[src/hw/rtl/plts_pkg.sv]
// plts_pkg: shared types, codes and helpers for the plane tolerance snap table
// item structs, command codes, the token handed along the cell chain
// no dependencies
`default_nettype none

package plts_pkg;

	localparam int unsigned ENTRIES_DEF = 256;
	localparam int unsigned W           = 32;
	localparam int unsigned TOL_W       = 16;
	localparam int unsigned NCOMP       = 4;
	localparam logic [TOL_W-1:0] TOL_RESET = 16'd33;

	localparam logic [1:0] CMD_FIND  = 2'd0;
	localparam logic [1:0] CMD_ADD   = 2'd1;
	localparam logic [1:0] CMD_CLEAR = 2'd2;

	typedef struct packed {
		logic [1:0]          command;
		logic signed [W-1:0] normal_x;
		logic signed [W-1:0] normal_y;
		logic signed [W-1:0] normal_z;
		logic signed [W-1:0] distance;
	} cmd_item_t;

	typedef struct packed {
		logic                found;
		logic signed [W-1:0] snap_x;
		logic signed [W-1:0] snap_y;
		logic signed [W-1:0] snap_z;
		logic signed [W-1:0] snap_distance;
		logic                table_full;
	} res_item_t;

	typedef struct packed {
		logic [NCOMP-1:0]        hit;
		logic [NCOMP-1:0][W-1:0] word;
		logic [NCOMP-1:0][W-1:0] snap;
	} tok_t;

	function automatic logic within_tol(input logic [W-1:0] stored, input logic [W-1:0] value,
		input logic [TOL_W-1:0] tol);
		logic signed [W:0]   d;
		logic signed [W+1:0] dx;
		logic signed [W+1:0] ts;
		d  = $signed({stored[W-1], stored}) - $signed({value[W-1], value});
		dx = {d[W], d};
		ts = $signed({{(W+2-TOL_W){1'b0}}, tol});
		return (dx < ts) && (dx > -ts);
	endfunction

endpackage

`default_nettype wire

[src/hw/rtl/plts_cell.sv]
// plts_cell: one table slot for all four components plus one token stage
// compares the passing token against its entries and hands it on
// depends on plts_pkg
`default_nettype none

module plts_cell #(
	parameter int unsigned ENTRIES = plts_pkg::ENTRIES_DEF,
	localparam int unsigned IDX_W  = (ENTRIES > 1) ? $clog2(ENTRIES) : 1,
	localparam int unsigned CNT_W  = $clog2(ENTRIES + 1)
) (
	input  wire logic                                       clk,
	input  wire logic [IDX_W-1:0]                           idx,
	input  wire logic [plts_pkg::NCOMP-1:0][CNT_W-1:0]      count,
	input  wire logic [plts_pkg::TOL_W-1:0]                 tol,
	input  wire logic [plts_pkg::NCOMP-1:0]                 wr_en,
	input  wire logic [plts_pkg::NCOMP-1:0][plts_pkg::W-1:0] wr_data,
	input  wire plts_pkg::tok_t                             tok_in,
	output plts_pkg::tok_t                                  tok_out
);
	import plts_pkg::*;

	logic [NCOMP-1:0][W-1:0] val_q;
	tok_t                    tok_q;
	tok_t                    tok_nx;
	logic [CNT_W-1:0]        idx_ext;

	assign idx_ext = CNT_W'(idx);

	always_comb begin
		tok_nx = tok_in;
		for (int c = 0; c < NCOMP; c++) begin
			if (!tok_in.hit[c] && (idx_ext < count[c])
				&& within_tol(val_q[c], tok_in.word[c], tol)) begin
				tok_nx.hit[c]  = 1'b1;
				tok_nx.snap[c] = val_q[c];
			end
		end
	end

	always_ff @(posedge clk) begin
		tok_q <= tok_nx;
		for (int c = 0; c < NCOMP; c++) begin
			if (wr_en[c] && (idx_ext == count[c])) begin
				val_q[c] <= wr_data[c];
			end
		end
	end

	assign tok_out = tok_q;

endmodule

`default_nettype wire

[config.mk]
export PLATFORM = sky130hd
export DESIGN_NAME = plts_cell
export DESIGN_NICKNAME = d
export VERILOG_FILES = /design/src/hw/rtl/plts_pkg.sv /design/src/hw/rtl/plts_cell.sv
export SDC_FILE = /design/constraint.sdc
export NUM_CORES = 1
export LEC_CHECK = 0
export BUFFER_PORTS_ARGS = -buffer_cell sky130_fd_sc_hd__buf_2
export CAP_MARGIN = 20
export CORE_AREA = 5 5 273 275
export DETAILED_ROUTE_END_ITERATION = 8
export DIE_AREA = 0 0 278 280
export PLACE_DENSITY = 0.61
export SYNTH_ARGS = -nofsm -noshare
export SYNTH_HDL_FRONTEND = slang
export SYNTH_SLANG_ARGS = --single-unit
[constraint.sdc]
create_clock -name clk -period 9.3 [get_ports clk]
set_input_delay 0.93 -clock clk [delete_from_list [all_inputs] [get_ports clk]]
set_output_delay 0.93 -clock clk [all_outputs]
set_load 0.02 [all_outputs]
==> results.toml <==
[floorplanning]
num_io_pins = 713
core_um2 = 72100
die_area_um2 = 77800
die_height_um = 280
dieWidth_um = 278
start_util = 0.329
rows = 99

[setup_path]
path_cells = "buf_2 > inv_1 > nand3_1 > nor3_1 > nand2_1 > nor4_1 > nand2_1 > nor4_2 > buf_4 > ha_1 > nand4_1 > nor2_1 > nand2_1 > or4_1 > o22ai_1 > nor4_1 > mux2i_1 > or4b_2 > or4_1 > o41a_2 > mux2_2"
cp.required_ps = 9740
startpoint_type = "primary input"
cpMostUsedCell = "nand2_1"
r2r-start = "val_q[64]"
worstRegToRegCells = 24
crit_family = "simple AND/OR/NAND/NOR gates"
cpMaxStageDelayCell = "nor4_2"
cpPeakStageDelay_ps = 740
worstPathMaxFanout = 33
critical_path_class = "primary input to flop"
path_buf_inv = 3
rrSetupSlack_ps = 2400
critPathArrivalTime_ps = 7780
r2r_end = "tok_out[67]"
crit_path_end_kind = "flop"

[timing]
slew_violations = 0
fmax_mhz = 136
tns_ps = 0
layout_setup_ws_ps = 1950
final_hold_viol_count = 0
rsz0062_at_grt = "no"
worst_pin_slew_ps = 1130
fin_crit_sh = 0.790
finalSetupViolations = 0
finalCriticalPeriod_ps = 7350
clock_skew_ps = 14.8
relSlewSlack = 0.238

[synth]
synth_async_sr_flop_share = 0
synth-adder-area-share = 0.192
synth_edf_count = 128
ys_warn_count = 0
syn_nets = 3206
ys_types = 79
syn_area_per_cell_um2 = 9.93
ys.flop_type = "dfxtp_1"
synth_cells = 2391
synth_compound_area_frac = 0.166
synth-seq-cells = 388
synthMuxAreaShare = 0.0615
ys_seq_area_frac = 0.381
synthesis.area_um2 = 23700
synthSimpleGateAreaFrac = 0.111
synth_xor_area_frac = 0.0435
synth_top_family_by_area = "adder cells"

[power]
ir_drop_uv = 148
power_leakage_uw = 0.0144
p_per_area_nw_per_um2 = 148
finalPower_uw = 4420

[clock_network]
cts_setup_buffers = 0
cts_hold_buf = 0
cts.sinks = 388
cts_tree = "yes"
cts_resized = 0
ctsLongestPathBuffers = 3
clk_pin_slew_ps = 60
clock-root-buffer = "clkbuf_16"
clock_latency_ps = 560
h-tree-depth = 2
cts_buffers = 40

[routing]
drtIter0Drc = 1090
wl_per_cell_um = 21.6
via_count = 20900
ant_nets = 0
drt-pass1-iter-count = 5
drc_errors = 0
via_per_inst = 5.09
wl_mm = 88.6

[final_layout]
register_area_um2 = 9050
nNetsFinal = 3927
mostFrequentLayoutCells = "712 x buf_2, 358 x ha_1, 260 x dfxtp_1, 223 x inv_1, 185 x a21oi_1"
layout-drive-gt1-share = 0.301
final_cells = 4108
multiInputGateArea_um2 = 13700
fillers = 7265
final_common_cell = "buf_2"
synthToLayoutAreaGrowth_pct = 25.7

[global_routing]
grt_first_pass_wirelength_mm = 129
grt_max_degree = 34
grt.total_usage = 0.215
grt_pass1_vias = 20645
overflow = 0
grt_antenna_before_repair = 26

[hold_path]
min_from = "tok_in[148]"
hold_class = "primary input to flop"
hold_depth = 1
min_to = "tok_out[148]"

[placed_design]
io_buffer_count = 712
dp.cells = 4029
dp_slack_ps = 1480
gp_congestion = 0.913
dpl.hpwl_mm = 74.4

[flow_run]
maxCapViolations = 0

[outcome]
outcome = "finished, final reports clean"
-- power breakdown --
| group | total, uW | internal [uW] | switching [uW] |
|---|---|---|---|
| clock network | 1600 | 939 | 662 |
| registers | 1840 | 1820 | 17.3 |
| logic | 980 | 393 | 586 |
-- cells by family after synthesis --
family,Yosys count
xor gates and xnor gates,118
buffers and inverters,274
AOI/OAI and AO/OA,603
DFF,388
muxes,130
adders and majority gates,362
and+or+nand+nor,516
-- sequential cells by signal, summed over array words and instances, names as in the netlist --
| name | count |
|---|---|
| val_q | 128 |
| tok_out | 260 |
-- Yosys cell counts (all sizes together), types with 29 or more instances --
cell / number / area share
nand4: 53 / 0.014
a21oi: 185 / 0.039
ha: 358 / 0.19
o21a: 33 / 0.010
dfxtp: 260 / 0.22
a21o: 98 / 0.031
nor3: 30 / 0.0063
nand2: 128 / 0.020
nand3: 35 / 0.0074
clkbuf: 43 / 0.0069
inv: 223 / 0.035
nor2: 112 / 0.018
edfxtp: 128 / 0.16
o21ai: 101 / 0.021
mux2: 128 / 0.061
xnor2: 87 / 0.032
nor4: 29 / 0.0076
xor2: 31 / 0.011
-- cell type report --
cell class	count	share of cell area
Clock buffer	64	0.0403
Antenna cell	7	0.000587
Tap cell	959	0.0402
Multi-Input combinational cell	1729	0.461
Inverter	223	0.0280
Timing Repair Buffer	730	0.124
Sequential cell	388	0.303
Clock inverter	8	0.00302
-- routing by layer --
metal | vias up | GRT usage | routed length [um]
met2 | 717 | 0.375 | 42700
met3 | 120 | 0.0501 | 6840
met4 | 16 | 0.0439 | 1890
met1 | 9807 | 0.274 | 37100
li1 | 10240 | - | -
met5 | - | 0 | 99
-- through the flow --
stage | hold WS (ps) | area, um2 | utilization
after floorplan | 457 | 23700 | -
after global placement | 481 | 28500 | 0.396
after detailed placement | 489 | 28500 | 0.396
after CTS | 449 | 29800 | 0.414
after global routing | 459 | 29800 | 0.414
final | 492 | 29800 | 0.414
-- how the worst max path moves through the flow --
stage | to | cells past startpoint | startpoint
global placement | tok_out[67] | 20 | tol[3]
global route | tok_out[82] | 21 | tol[3]
floorplan | tok_out[66] | 20 | tol[3]
detailed placement | tok_out[67] | 21 | tol[3]
finish | tok_out[67] | 21 | tol[3]
CTS | tok_out[80] | 21 | tol[3]
(Power assumes the default switching activity.)
